$ cat src/sv/rtca_pkg.sv
package rtca_pkg;

  localparam logic [2:0] FUNC_TICK   = 3'd0;
  localparam logic [2:0] FUNC_NEXT   = 3'd1;
  localparam logic [2:0] FUNC_INCR   = 3'd2;
  localparam logic [2:0] FUNC_TOGGLE = 3'd3;
  localparam logic [2:0] FUNC_FINISH = 3'd4;

  localparam logic [1:0] FIELD_HOUR   = 2'd0;
  localparam logic [1:0] FIELD_MINUTE = 2'd1;
  localparam logic [1:0] FIELD_SECOND = 2'd2;

  localparam logic       TARGET_TIME  = 1'b0;
  localparam logic       TARGET_ALARM = 1'b1;

  localparam logic [3:0] HOUR_NOON = 4'd12;
  localparam logic [3:0] HOUR_LAST = 4'd11;
  localparam logic [3:0] HOUR_WRAP = 4'd13;
  localparam logic [5:0] SIXTY     = 6'd60;

  typedef logic [3:0] hour_t;
  typedef logic [5:0] sixty_t;

  typedef struct packed {
    logic [2:0] func;
    logic [9:0] elapsed_ms;
    logic       edit_target;
  } item_t;

  typedef struct packed {
    hour_t      hour_now;
    sixty_t     minute_now;
    sixty_t     second_now;
    logic       is_pm;
    logic       alarm_fire;
    logic       alarm_armed;
    logic [1:0] field_selected;
  } result_t;

  typedef struct packed {
    hour_t hour;
    logic  pm;
  } hour_pm_t;

  function automatic sixty_t bump_sixty(input sixty_t v);
    sixty_t n;
    n = v + 6'd1;
    return (n >= SIXTY) ? 6'd0 : n;
  endfunction

  function automatic hour_t bump_hour(input hour_t h, input logic pm);
    hour_t v;
    v = h + 4'd1;
    if (v >= HOUR_WRAP) begin
      v = 4'd1;
    end else if (v == HOUR_NOON && !pm) begin
      v = 4'd0;
    end
    return v;
  endfunction

  function automatic hour_pm_t toggle_half(input hour_pm_t x);
    hour_pm_t r;
    r.pm   = ~x.pm;
    r.hour = x.hour;
    if (!r.pm && x.hour == HOUR_NOON) begin
      r.hour = 4'd0;
    end else if (r.pm && x.hour == 4'd0) begin
      r.hour = HOUR_NOON;
    end
    return r;
  endfunction

  function automatic hour_pm_t advance_hour(input hour_pm_t x);
    hour_pm_t r;
    r = x;
    if (!x.pm) begin
      if (x.hour >= HOUR_LAST) begin
        r.hour = HOUR_NOON;
        r.pm   = 1'b1;
      end else begin
        r.hour = x.hour + 4'd1;
      end
    end else begin
      if (x.hour >= HOUR_NOON) begin
        r.hour = 4'd1;
      end else if (x.hour == HOUR_LAST) begin
        r.hour = 4'd0;
        r.pm   = 1'b0;
      end else begin
        r.hour = x.hour + 4'd1;
      end
    end
    return r;
  endfunction

endpackage

$ cat src/sv/twelve_hour_clock_with_alarm.sv
// A transaction accepted into the input register goes through the core into the result
// register (input register, then result register); a waiting result register holds it back.
// Throughput: one transaction per cycle while out_ready is high; while the result register
// waits, the input register takes one more transaction and then in_ready drops.
// Reset (synchronous, active high) sets the time to 10:15:05 AM, alarm to 0:00:00 AM,
// disarmed, hour field selected, both registers empty.
module twelve_hour_clock_with_alarm import rtca_pkg::*; #(
  parameter int TICKS_PER_SECOND = 1000
) (
  input  logic       clk,
  input  logic       rst,
  input  logic       in_valid,
  output logic       in_ready,
  input  logic [2:0] func,
  input  logic [9:0] elapsed_ms,
  input  logic       edit_target,
  output logic       out_valid,
  input  logic       out_ready,
  output logic [3:0] hour_now,
  output logic [5:0] minute_now,
  output logic [5:0] second_now,
  output logic       is_pm,
  output logic       alarm_fire,
  output logic       alarm_armed,
  output logic [1:0] field_selected
);

  item_t   in_item;
  item_t   held_item;
  logic    held_valid;
  logic    advance;
  logic    en;
  result_t next_result;
  result_t result;

  assign in_item.func        = func;
  assign in_item.elapsed_ms  = elapsed_ms;
  assign in_item.edit_target = edit_target;
  assign en                  = held_valid && advance;

  rtca_in_stage u_in (
    .clk        (clk),
    .rst        (rst),
    .in_valid   (in_valid),
    .in_ready   (in_ready),
    .in_item    (in_item),
    .advance    (advance),
    .held_valid (held_valid),
    .held_item  (held_item)
  );

  rtca_core #(
    .TICKS_PER_SECOND (TICKS_PER_SECOND)
  ) u_core (
    .clk    (clk),
    .rst    (rst),
    .en     (en),
    .item   (held_item),
    .result (next_result)
  );

  rtca_out_stage u_out (
    .clk         (clk),
    .rst         (rst),
    .load        (held_valid),
    .next_result (next_result),
    .out_ready   (out_ready),
    .out_valid   (out_valid),
    .advance     (advance),
    .result      (result)
  );

  assign hour_now       = result.hour_now;
  assign minute_now     = result.minute_now;
  assign second_now     = result.second_now;
  assign is_pm          = result.is_pm;
  assign alarm_fire     = result.alarm_fire;
  assign alarm_armed    = result.alarm_armed;
  assign field_selected = result.field_selected;

endmodule

$ cat src/sv/rtca_in_stage.sv
module rtca_in_stage import rtca_pkg::*; (
  input  logic  clk,
  input  logic  rst,
  input  logic  in_valid,
  output logic  in_ready,
  input  item_t in_item,
  input  logic  advance,
  output logic  held_valid,
  output item_t held_item
);

  assign in_ready = !held_valid || advance;

  always_ff @(posedge clk) begin
    if (rst) begin
      held_valid <= 1'b0;
    end else if (in_ready) begin
      held_valid <= in_valid;
    end
  end

  always_ff @(posedge clk) begin
    if (in_valid && in_ready) begin
      held_item <= in_item;
    end
  end

endmodule

$ cat src/sv/rtca_core.sv
module rtca_core import rtca_pkg::*; #(
  parameter int TICKS_PER_SECOND = 1000
) (
  input  logic    clk,
  input  logic    rst,
  input  logic    en,
  input  item_t   item,
  output result_t result
);

  localparam int         MS_W    = $clog2(TICKS_PER_SECOND);
  localparam logic [9:0]  TPS_IN  = 10'(TICKS_PER_SECOND);
  localparam logic [10:0] TPS_SUM = 11'(TICKS_PER_SECOND);

  logic [MS_W-1:0] ms_count, ms_count_next;
  sixty_t          second_count, second_count_next;
  sixty_t          minute_count, minute_count_next;
  hour_pm_t        time_hour, time_hour_next;
  sixty_t          alarm_second, alarm_second_next;
  sixty_t          alarm_minute, alarm_minute_next;
  hour_pm_t        alarm_hour, alarm_hour_next;
  logic            armed, armed_next;
  logic [1:0]      edit_field, edit_field_next;
  logic            fire;

  logic [9:0]  elapsed_c;
  logic [10:0] ms_sum;
  logic [10:0] ms_wrap;
  hour_pm_t    sel_hour, sel_hour_next;
  sixty_t      sel_minute, sel_minute_next;
  sixty_t      sel_second, sel_second_next;

  always_comb begin
    elapsed_c = (item.elapsed_ms > TPS_IN) ? TPS_IN : item.elapsed_ms;
    ms_sum    = 11'(ms_count) + 11'(elapsed_c);
    ms_wrap   = ms_sum - TPS_SUM;

    sel_hour   = (item.edit_target == TARGET_ALARM) ? alarm_hour : time_hour;
    sel_minute = (item.edit_target == TARGET_ALARM) ? alarm_minute : minute_count;
    sel_second = (item.edit_target == TARGET_ALARM) ? alarm_second : second_count;
    sel_hour_next   = sel_hour;
    sel_minute_next = sel_minute;
    sel_second_next = sel_second;

    ms_count_next     = ms_count;
    second_count_next = second_count;
    minute_count_next = minute_count;
    time_hour_next    = time_hour;
    alarm_second_next = alarm_second;
    alarm_minute_next = alarm_minute;
    alarm_hour_next   = alarm_hour;
    armed_next        = armed;
    edit_field_next   = edit_field;
    fire              = 1'b0;

    unique case (item.func)
      FUNC_TICK: begin
        if (ms_sum >= TPS_SUM) begin
          ms_count_next = ms_wrap[MS_W-1:0];
          if (second_count + 6'd1 >= SIXTY) begin
            second_count_next = 6'd0;
            if (minute_count + 6'd1 >= SIXTY) begin
              minute_count_next = 6'd0;
              time_hour_next    = advance_hour(time_hour);
            end else begin
              minute_count_next = minute_count + 6'd1;
            end
          end else begin
            second_count_next = second_count + 6'd1;
          end
        end else begin
          ms_count_next = ms_sum[MS_W-1:0];
        end
        if (armed && time_hour_next == alarm_hour &&
            minute_count_next == alarm_minute && second_count_next == alarm_second) begin
          fire       = 1'b1;
          armed_next = 1'b0;
        end
      end
      FUNC_NEXT: begin
        edit_field_next = (edit_field >= FIELD_SECOND) ? FIELD_HOUR : edit_field + 2'd1;
      end
      FUNC_INCR: begin
        priority if (edit_field == FIELD_HOUR) begin
          sel_hour_next.hour = bump_hour(sel_hour.hour, sel_hour.pm);
        end else if (edit_field == FIELD_MINUTE) begin
          sel_minute_next = bump_sixty(sel_minute);
        end else begin
          sel_second_next = bump_sixty(sel_second);
        end
      end
      FUNC_TOGGLE: begin
        sel_hour_next = toggle_half(sel_hour);
      end
      FUNC_FINISH: begin
        edit_field_next = FIELD_HOUR;
        if (item.edit_target == TARGET_ALARM) begin
          armed_next = 1'b1;
        end
      end
      default: begin
      end
    endcase

    if (item.func == FUNC_INCR || item.func == FUNC_TOGGLE) begin
      if (item.edit_target == TARGET_ALARM) begin
        alarm_hour_next   = sel_hour_next;
        alarm_minute_next = sel_minute_next;
        alarm_second_next = sel_second_next;
      end else begin
        time_hour_next    = sel_hour_next;
        minute_count_next = sel_minute_next;
        second_count_next = sel_second_next;
      end
    end

    result.hour_now       = time_hour_next.hour;
    result.minute_now     = minute_count_next;
    result.second_now     = second_count_next;
    result.is_pm          = time_hour_next.pm;
    result.alarm_fire     = fire;
    result.alarm_armed    = armed_next;
    result.field_selected = edit_field_next;
  end

  always_ff @(posedge clk) begin
    if (rst) begin
      ms_count       <= '0;
      second_count   <= 6'd5;
      minute_count   <= 6'd15;
      time_hour.hour <= 4'd10;
      time_hour.pm   <= 1'b0;
      alarm_second   <= 6'd0;
      alarm_minute   <= 6'd0;
      alarm_hour     <= '0;
      armed          <= 1'b0;
      edit_field     <= FIELD_HOUR;
    end else if (en) begin
      ms_count     <= ms_count_next;
      second_count <= second_count_next;
      minute_count <= minute_count_next;
      time_hour    <= time_hour_next;
      alarm_second <= alarm_second_next;
      alarm_minute <= alarm_minute_next;
      alarm_hour   <= alarm_hour_next;
      armed        <= armed_next;
      edit_field   <= edit_field_next;
    end
  end

endmodule

$ cat src/sv/rtca_out_stage.sv
module rtca_out_stage import rtca_pkg::*; (
  input  logic    clk,
  input  logic    rst,
  input  logic    load,
  input  result_t next_result,
  input  logic    out_ready,
  output logic    out_valid,
  output logic    advance,
  output result_t result
);

  assign advance = !out_valid || out_ready;

  always_ff @(posedge clk) begin
    if (rst) begin
      out_valid <= 1'b0;
    end else if (advance) begin
      out_valid <= load;
    end
  end

  always_ff @(posedge clk) begin
    if (load && advance) begin
      result <= next_result;
    end
  end

endmodule
$ cat config.mk
export PLATFORM = sky130hd
export DESIGN_NAME = twelve_hour_clock_with_alarm
export DESIGN_NICKNAME = d
export VERILOG_FILES = /design/src/sv/rtca_pkg.sv /design/src/sv/twelve_hour_clock_with_alarm.sv /design/src/sv/rtca_in_stage.sv /design/src/sv/rtca_core.sv /design/src/sv/rtca_out_stage.sv
export SDC_FILE = /design/constraint.sdc
export NUM_CORES = 1
export LEC_CHECK = 0
export BUFFER_PORTS_ARGS = -buffer_cell sky130_fd_sc_hd__buf_2
export CORE_MARGIN = 5
export CORE_UTILIZATION = 25
export CTS_CLUSTER_DIAMETER = 150
export CTS_CLUSTER_SIZE = 16
export DETAILED_ROUTE_END_ITERATION = 7
export GPL_TIMING_DRIVEN = 0
export HOLD_SLACK_MARGIN = 0.08
export PLACE_DENSITY_LB_ADDON = 0.15
export SLEW_MARGIN = 10
export SYNTH_ARGS = -nofsm -noshare
export SYNTH_HDL_FRONTEND = slang
export SYNTH_HIERARCHICAL = 1
export SYNTH_SLANG_ARGS = --single-unit
$ cat constraint.sdc
create_clock -name clk -period 6.9 [get_ports clk]
set_clock_uncertainty 0.2 [all_clocks]
set_input_delay 1.38 -clock clk [delete_from_list [all_inputs] [get_ports clk]]
set_output_delay 1.38 -clock clk [all_outputs]
set_load 0.005 [all_outputs]
# After elaboration in Yosys (flattened, before gate mapping)
# Index checks and enable logic that the tools add are counted.
# word_totals
in_bits	18
out_inout_bits	23
ff_bits	84
wordCells	126
# op_classes
order_cmp	10
eq_ne	11
reduce_logical	19
muxes	53
add_sub_neg	9
bitwise	1
# ops
op	count
two-way mux 6 bit	23
two-way mux 5 bit	9
two-way mux 4 bit	8
adder 6 x 1 -> 6 bit (second input constant)	4
greater-or-equal comparator 6 bit (second input constant)	4
two-way mux 10 bit	2
equality test 4 bit (second input constant)	3
equality test 6 bit	2
greater-or-equal comparator 4 bit (second input constant)	3
adder 10 x 10 -> 11 bit	1
greater-or-equal comparator 11 x 10 -> 1 bit (second input constant)	1
> comparator 10 bit (second input constant)	1
subtractor 10 bit (second input constant)	1
adder 4 x 1 -> 4 bit (second input constant)	2
logical AND 1 bit	8
one-hot mux 4 bit (2 select lines)	1
two-way mux 1 bit	7
equality test 3 x 2 -> 1 bit (second input constant)	2
equality test 5 bit	1
logical NOT 4 bit	1
one-hot mux 2 bit (2 select lines)	1
equality test 3 x 1 -> 1 bit (second input constant)	1
equality test 3 bit (second input constant)	1
logical NOT 1 bit	3
11 further kinds	13

# Longest topological paths before layout
# depth
depth_word	14
mapped_depth	22
ltp_nobuf	19

# By module
# The synthesis kept the hierarchy.
# modules_own_cells
module	cells_each	instances	area_each_um2	seq_area_each_um2
rtca_core	660	1	4794.6	940.9
rtca_out_stage	26	1	685.7	650.6
rtca_in_stage	19	1	475.5	440.4
twelve_hour_clock_with_alarm	1	1	6.3	0.0

# Least setup slack after synthesis
# Ideal clock, no wire load.
# synth_timing
path_kind	register -> register
startpoint	reg u_in/held_item[7] (netlist name)
endpoint	reg u_out/result[2] (netlist name)
n_path_buf	3
setup_time_ps	251
synth_period_minus_slack_ps	4972
arrival_ps	4521
slack_ps	1928
required_time_ps	6449
stages_incl_launch_ff	23
path_cell_list	edfxtp_1 and3_1 o2111ai_1 and2_1 ha_1 fa_1 a21o_1 a21oi_2 xnor2_1 inv_1 ha_1 o31ai_1 and3_1 buf_6 a31oi_2 buf_6 or4b_2 nand3_1 xnor2_1 nand4_1 or4b_4 a21o_1 buf_4
# synth_via
elab_chain_len	12
elab_cells_between_ends	18
cone_classes	add/sub: 1; order compare: 2; eq/ne: 3; mux: 9; reduce/logical: 3
# synth_lines
element	line_no	source
> comparator 10 bit	rtca_core.sv:34	elapsed_c = (item.elapsed_ms > TPS_IN) ? TPS_IN : item.elapsed_ms;
two-way mux 10 bit (*)	rtca_core.sv:34	
adder 10 x 10 -> 11 bit (*)	rtca_core.sv:35	ms_sum = 11'(ms_count) + 11'(elapsed_c);
greater-or-equal comparator 11 x 10 -> 1 bit (*)	rtca_core.sv:58	if (ms_sum >= TPS_SUM) begin
two-way mux 5 bit	rtca_core.sv:58	
two-way mux 5 bit	rtca_core.sv:56	unique case (item.func)
equality test 5 bit	rtca_core.sv:74	if (armed && time_hour_next == alarm_hour &&
logical AND 1 bit (2 in series)	rtca_core.sv:74	
logical AND 1 bit (*)	rtca_core.sv:75	minute_count_next == alarm_minute && second_count_next == alarm_second) begin
two-way mux 1 bit (*)	rtca_core.sv:74	
one-hot mux 1 bit (2 select lines) (*)	rtca_core.sv:56	
via u_core.armed_next	rtca_core.sv:22	logic armed, armed_next;
# The timed path passes the listed nets; every way through them passes the cells marked *. The select of a mux whose other input is x is not followed.
# A chain may end at the register's enable or synchronous reset.

# Final worst setup path
# layout_timing
startpoint	reg u_in/held_item[7] (netlist name)
endpoint	reg u_out/result[2] (netlist name)
# layout_via
elab_chain_len	12
elab_cells_between_ends	18
cone_classes	add/sub: 1; order compare: 2; eq/ne: 3; mux: 9; reduce/logical: 3
# layout_lines
element	line_no
> comparator 10 bit	rtca_core.sv:34
two-way mux 10 bit (*)	rtca_core.sv:34
adder 10 x 10 -> 11 bit (*)	rtca_core.sv:35
greater-or-equal comparator 11 x 10 -> 1 bit (*)	rtca_core.sv:58
two-way mux 5 bit	rtca_core.sv:58
two-way mux 5 bit	rtca_core.sv:56
equality test 5 bit	rtca_core.sv:74
logical AND 1 bit (2 in series)	rtca_core.sv:74
logical AND 1 bit (*)	rtca_core.sv:75
two-way mux 1 bit (*)	rtca_core.sv:74
one-hot mux 1 bit (2 select lines) (*)	rtca_core.sv:56
via u_core.armed_next	rtca_core.sv:22
# Marked as above.

==> flow_metrics.env <==
export IMPL_run_status="complete, no violations"
export IMPL_yosysSeqAreaShare_pct=34.1
export IMPL_cp_startpoint="u_in/held_item[7]$_DFFE_PP_"
export IMPL_initial_core_util_pct=25.4
export IMPL_power_internal_mw=0.926
export IMPL_cp_slowest_stage_delay_ps=610
export IMPL_antenna_diode_count=0
export IMPL_timing_setup_critical_path_class="register to register"
export IMPL_synth_edff_count=35
export IMPL_unique_masters_post_synth=80
export IMPL_drv_cap=0
export IMPL_timing_reg2reg_worst_path_depth=22
export IMPL_critPathArrivalTime_ps=5590
export IMPL_drt_wirelength_per_cell_um=17.2
export IMPL_ys_seq_elements=84
export IMPL_synth_nets=743
export IMPL_share_of_final_layout_standard_cells_stronger_than_drive_strength_1_pct=13.1
export IMPL_synthesis_yosys_warnings=6
export IMPL_count_of_vias_placed_by_the_detailed_router=5285
export IMPL_yosys_most_used_dff="sky130_fd_sc_hd__dfxtp_1"
export IMPL_power_ir_vdd_worst_mv=0.0989
export IMPL_maxSlewViolCount=0
export IMPL_ctsLongestPathBuffers=2
export IMPL_worstReg2RegStart="u_in/held_item[7]$_DFFE_PP_"
export IMPL_p_sw_mw=0.347
export IMPL_vias_in_the_first_global_route=5000
export IMPL_post_cts_hold_buffers=0
export IMPL_cts_max_level=3
export IMPL_area_growth_from_synthesis_to_layout_pct=15.5
export IMPL_dp_hpwl_um=13800
export IMPL_first_pass_iters=5
export IMPL_vias_per_cell=4.89
export IMPL_numPortBuffers=40
export IMPL_regToRegSetupSlack_ps=1220
export IMPL_timing_critical_path_to="u_out/result[2]$_DFFE_PP_"
export IMPL_floorplan_die_width_um=164
export IMPL_timing_setup_tns_ps=0
export IMPL_grt_start_max_net_pins=22
export IMPL_clkSlewWorstSetupHoldPaths_ps=70
export IMPL_pwr_share_clk_pct=41.6
export IMPL_cts_repair_timing_setup_buffer_count=0
export IMPL_die_area_um2=27000
export IMPL_syn_instance_count=706
export IMPL_path_cells="and3_1 -> o2111ai_1 -> and2_1 -> ha_1 -> fa_1 -> a21o_1 -> a21oi_2 -> xnor2_1 -> inv_1 -> ha_1 -> o31ai_1 -> and3_1 -> buf_6 -> a31oi_2 -> buf_6 -> or4b_2 -> nand3_1 -> xnor2_1 -> nand4_1 -> or4b_4 -> a21o_1 -> buf_4"
export IMPL_hold_viol=0
export IMPL_maximum_fanout_count_along_the_critical_path=10
export IMPL_critPathRequiredTime_ps=6810
export IMPL_routabilityCongestion=0.840
export IMPL_power_share_switching_pct=27.3
export IMPL_final_net_count=794
export IMPL_synth_top_area_cell="sky130_fd_sc_hd__edfxtp_1"
export IMPL_cellLeakagePower_nw=2.59
export IMPL_crit_path_end_kind="register"
export IMPL_syn_mean_instance_area_um2=8.44
export IMPL_count_of_buffer_and_inverter_cells_on_the_critical_path=4
export IMPL_drtAntennaViolNets=0
export IMPL_unrepaired_setup_endpoints_after_global_routing="no"
export IMPL_final_min_clock_period_ps=5680
export IMPL_route_final_wire_length_um=18600
export IMPL_die_h_um=164
export IMPL_core_region_area_um2=23500
export IMPL_clock_insertion_delay_worst_skew_ps=350
export IMPL_core_rowCount=56
export IMPL_cpLargestDelayFamily="simple AND/OR/NAND/NOR gates"
export IMPL_power_density_nw_per_um2=185
export IMPL_io_pins=41
export IMPL_critPathLaunchType="register"
export IMPL_seq_power_share_pct=42.9
export IMPL_cts_sinks=84
export IMPL_max_slew_worst_pin_slew_ps=1090
export IMPL_combPwrFrac_pct=15.5
export IMPL_cell_area_after_synthesis_um2=5960
export IMPL_maximum_operating_frequency_mhz=176
export IMPL_synth_top_area_share_pct=17.6
export IMPL_track_usage_pct=13.8
export IMPL_grt_antenna_before_repair=0
export IMPL_synthTopCellsByCount="76 x sky130_fd_sc_hd__nor2_1, 65 x sky130_fd_sc_hd__nand2_1, 49 x sky130_fd_sc_hd__dfxtp_1"
export IMPL_crit_cells=22
export IMPL_worst_path_max_delay_cell="sky130_fd_sc_hd__or4b_2"
export IMPL_cts_resized=0
export IMPL_cts_root_buffer="sky130_fd_sc_hd__clkbuf_16"
export IMPL_drt_iter0_drc=282
export IMPL_setup_violations=0
export IMPL_drt_drc_violations_left=0
export IMPL_worstReg2RegEnd="u_out/result[2]$_DFFE_PP_"
export IMPL_slew_hr_pct=27.2
export IMPL_layout_worst_path_cycle_share_pct=82.3
export IMPL_grt_first_pass_wirelength_um=29100
export IMPL_synth_top_cells_by_area="sky130_fd_sc_hd__edfxtp_1 18%, sky130_fd_sc_hd__dfxtp_1 16%, sky130_fd_sc_hd__mux2i_1 6.4%, sky130_fd_sc_hd__nor2_1 4.8%, sky130_fd_sc_hd__nand2_1 4.1%"
export IMPL_cts_tree="yes"
export IMPL_final_util_pct=29.3
export IMPL_asyncSetResetFlopFracSynth_pct=0
export IMPL_cts_inserted_buffers=9
export IMPL_post_synth_top_count_cell="sky130_fd_sc_hd__nor2_1"
export IMPL_hold_class="register to register"
export IMPL_overflow=0
==> layout by cell type, fill, tap and decap left out, drive strengths merged, types with 17 or more instances in the layout <==
master,instances
buf,52
a211oi,27
edfxtp,35
nand2,67
inv,22
dfxtp,49
clkbuf,56
mux2i,38
o21ai,36
a21oi,52
nand3,17
xnor2,21
nor2,76
ha,18
==> sequential cells by signal (all words and copies together) (netlist names) <==
register	count
u_core/alarm_hour	5
u_core/second_count	6
u_in/held_item	14
u_core/armed	1
u_core/alarm_second	6
u_core/alarm_minute	6
u_out/out_valid	1
u_out/result	21
u_in/held_valid	1
u_core/minute_count	6
u_core/time_hour	5
u_core/ms_count	10
u_core/edit_field	2
==> power groups by stage <==
stage | Sequential, mW | Clock (mW) | Combinational (mW)
after CTS | 0.546 | 0.548 | 0.199
after global routing | 0.548 | 0.566 | 0.218
after global placement | 0.557 | 0 | 0.199
final | 0.546 | 0.529 | 0.197
after detailed placement | 0.557 | 0 | 0.198
after floorplan | 0.555 | 0 | 0.139
==> layout make-up <==
type | count | area [µm²]
Tap cell | 319 | 399
Clock buffer | 12 | 268
Inverter | 22 | 82.6
Timing Repair Buffer | 40 | 200
Clock inverter | 4 | 55.1
Fill cell | 2516 | 16600
Multi-Input combinational cell | 544 | 3590
Sequential cell | 84 | 2030
Buffer | 56 | 253
==> metrics by stage <==
| step | power (mW) | hold slack (ps) | setup slack (ps) | instance area [µm²] | std cells |
|---|---|---|---|---|---|
| after floorplan | 0.694 | 236 | 1930 | 5960 | 706 |
| after global placement | 0.756 | 255 | 1180 | 6560 | 1065 |
| after detailed placement | 0.755 | 264 | 1210 | 6560 | 1065 |
| after CTS | 1.29 | 276 | 1180 | 6880 | 1081 |
| after global routing | 1.33 | 316 | 919 | 6880 | 1081 |
| final | 1.27 | 279 | 1220 | 6880 | 1081 |
==> logic make-up after synthesis <==
family / share of synthesized area, %
compound gates: 22.1
flops: 34.1
mux: 7.14
simple gates: 21.6
buf+inv: 5.62
xor+xnor: 5.27
fa+ha+maj: 4.11
==> tightest hold or removal path: stages, from the launching register on <==
cell and delay, ps:
sky130_fd_sc_hd__dfxtp_1 320, sky130_fd_sc_hd__nand2_1 50, sky130_fd_sc_hd__a21oi_1 60
==> layer usage <==
layer / track usage [%] / share of wire (%)
met1: 19.0 / 48
met2: 22.4 / 46
met3: 2.17 / 4.3
met4: 4.20 / 1.9
met5: 0 / 0
==> worst min-delay path by stage <==
stage	startpoint	end	slack, ps	cells past startpoint
finish	u_core/ms_count[0]$_SDFFE_PP0P_	u_core/ms_count[0]$_SDFFE_PP0P_	280	2
detailed placement	u_core/ms_count[9]$_SDFFE_PP0P_	u_core/ms_count[9]$_SDFFE_PP0P_	260	2
global route	u_core/ms_count[3]$_SDFFE_PP0P_	u_core/ms_count[3]$_SDFFE_PP0P_	320	2
global placement	u_core/ms_count[9]$_SDFFE_PP0P_	u_core/ms_count[9]$_SDFFE_PP0P_	260	2
floorplan	u_core/ms_count[3]$_SDFFE_PP0P_	u_core/ms_count[3]$_SDFFE_PP0P_	240	2
CTS	u_core/ms_count[9]$_SDFFE_PP0P_	u_core/ms_count[9]$_SDFFE_PP0P_	280	2
Power figures use the tool's default switching activity.
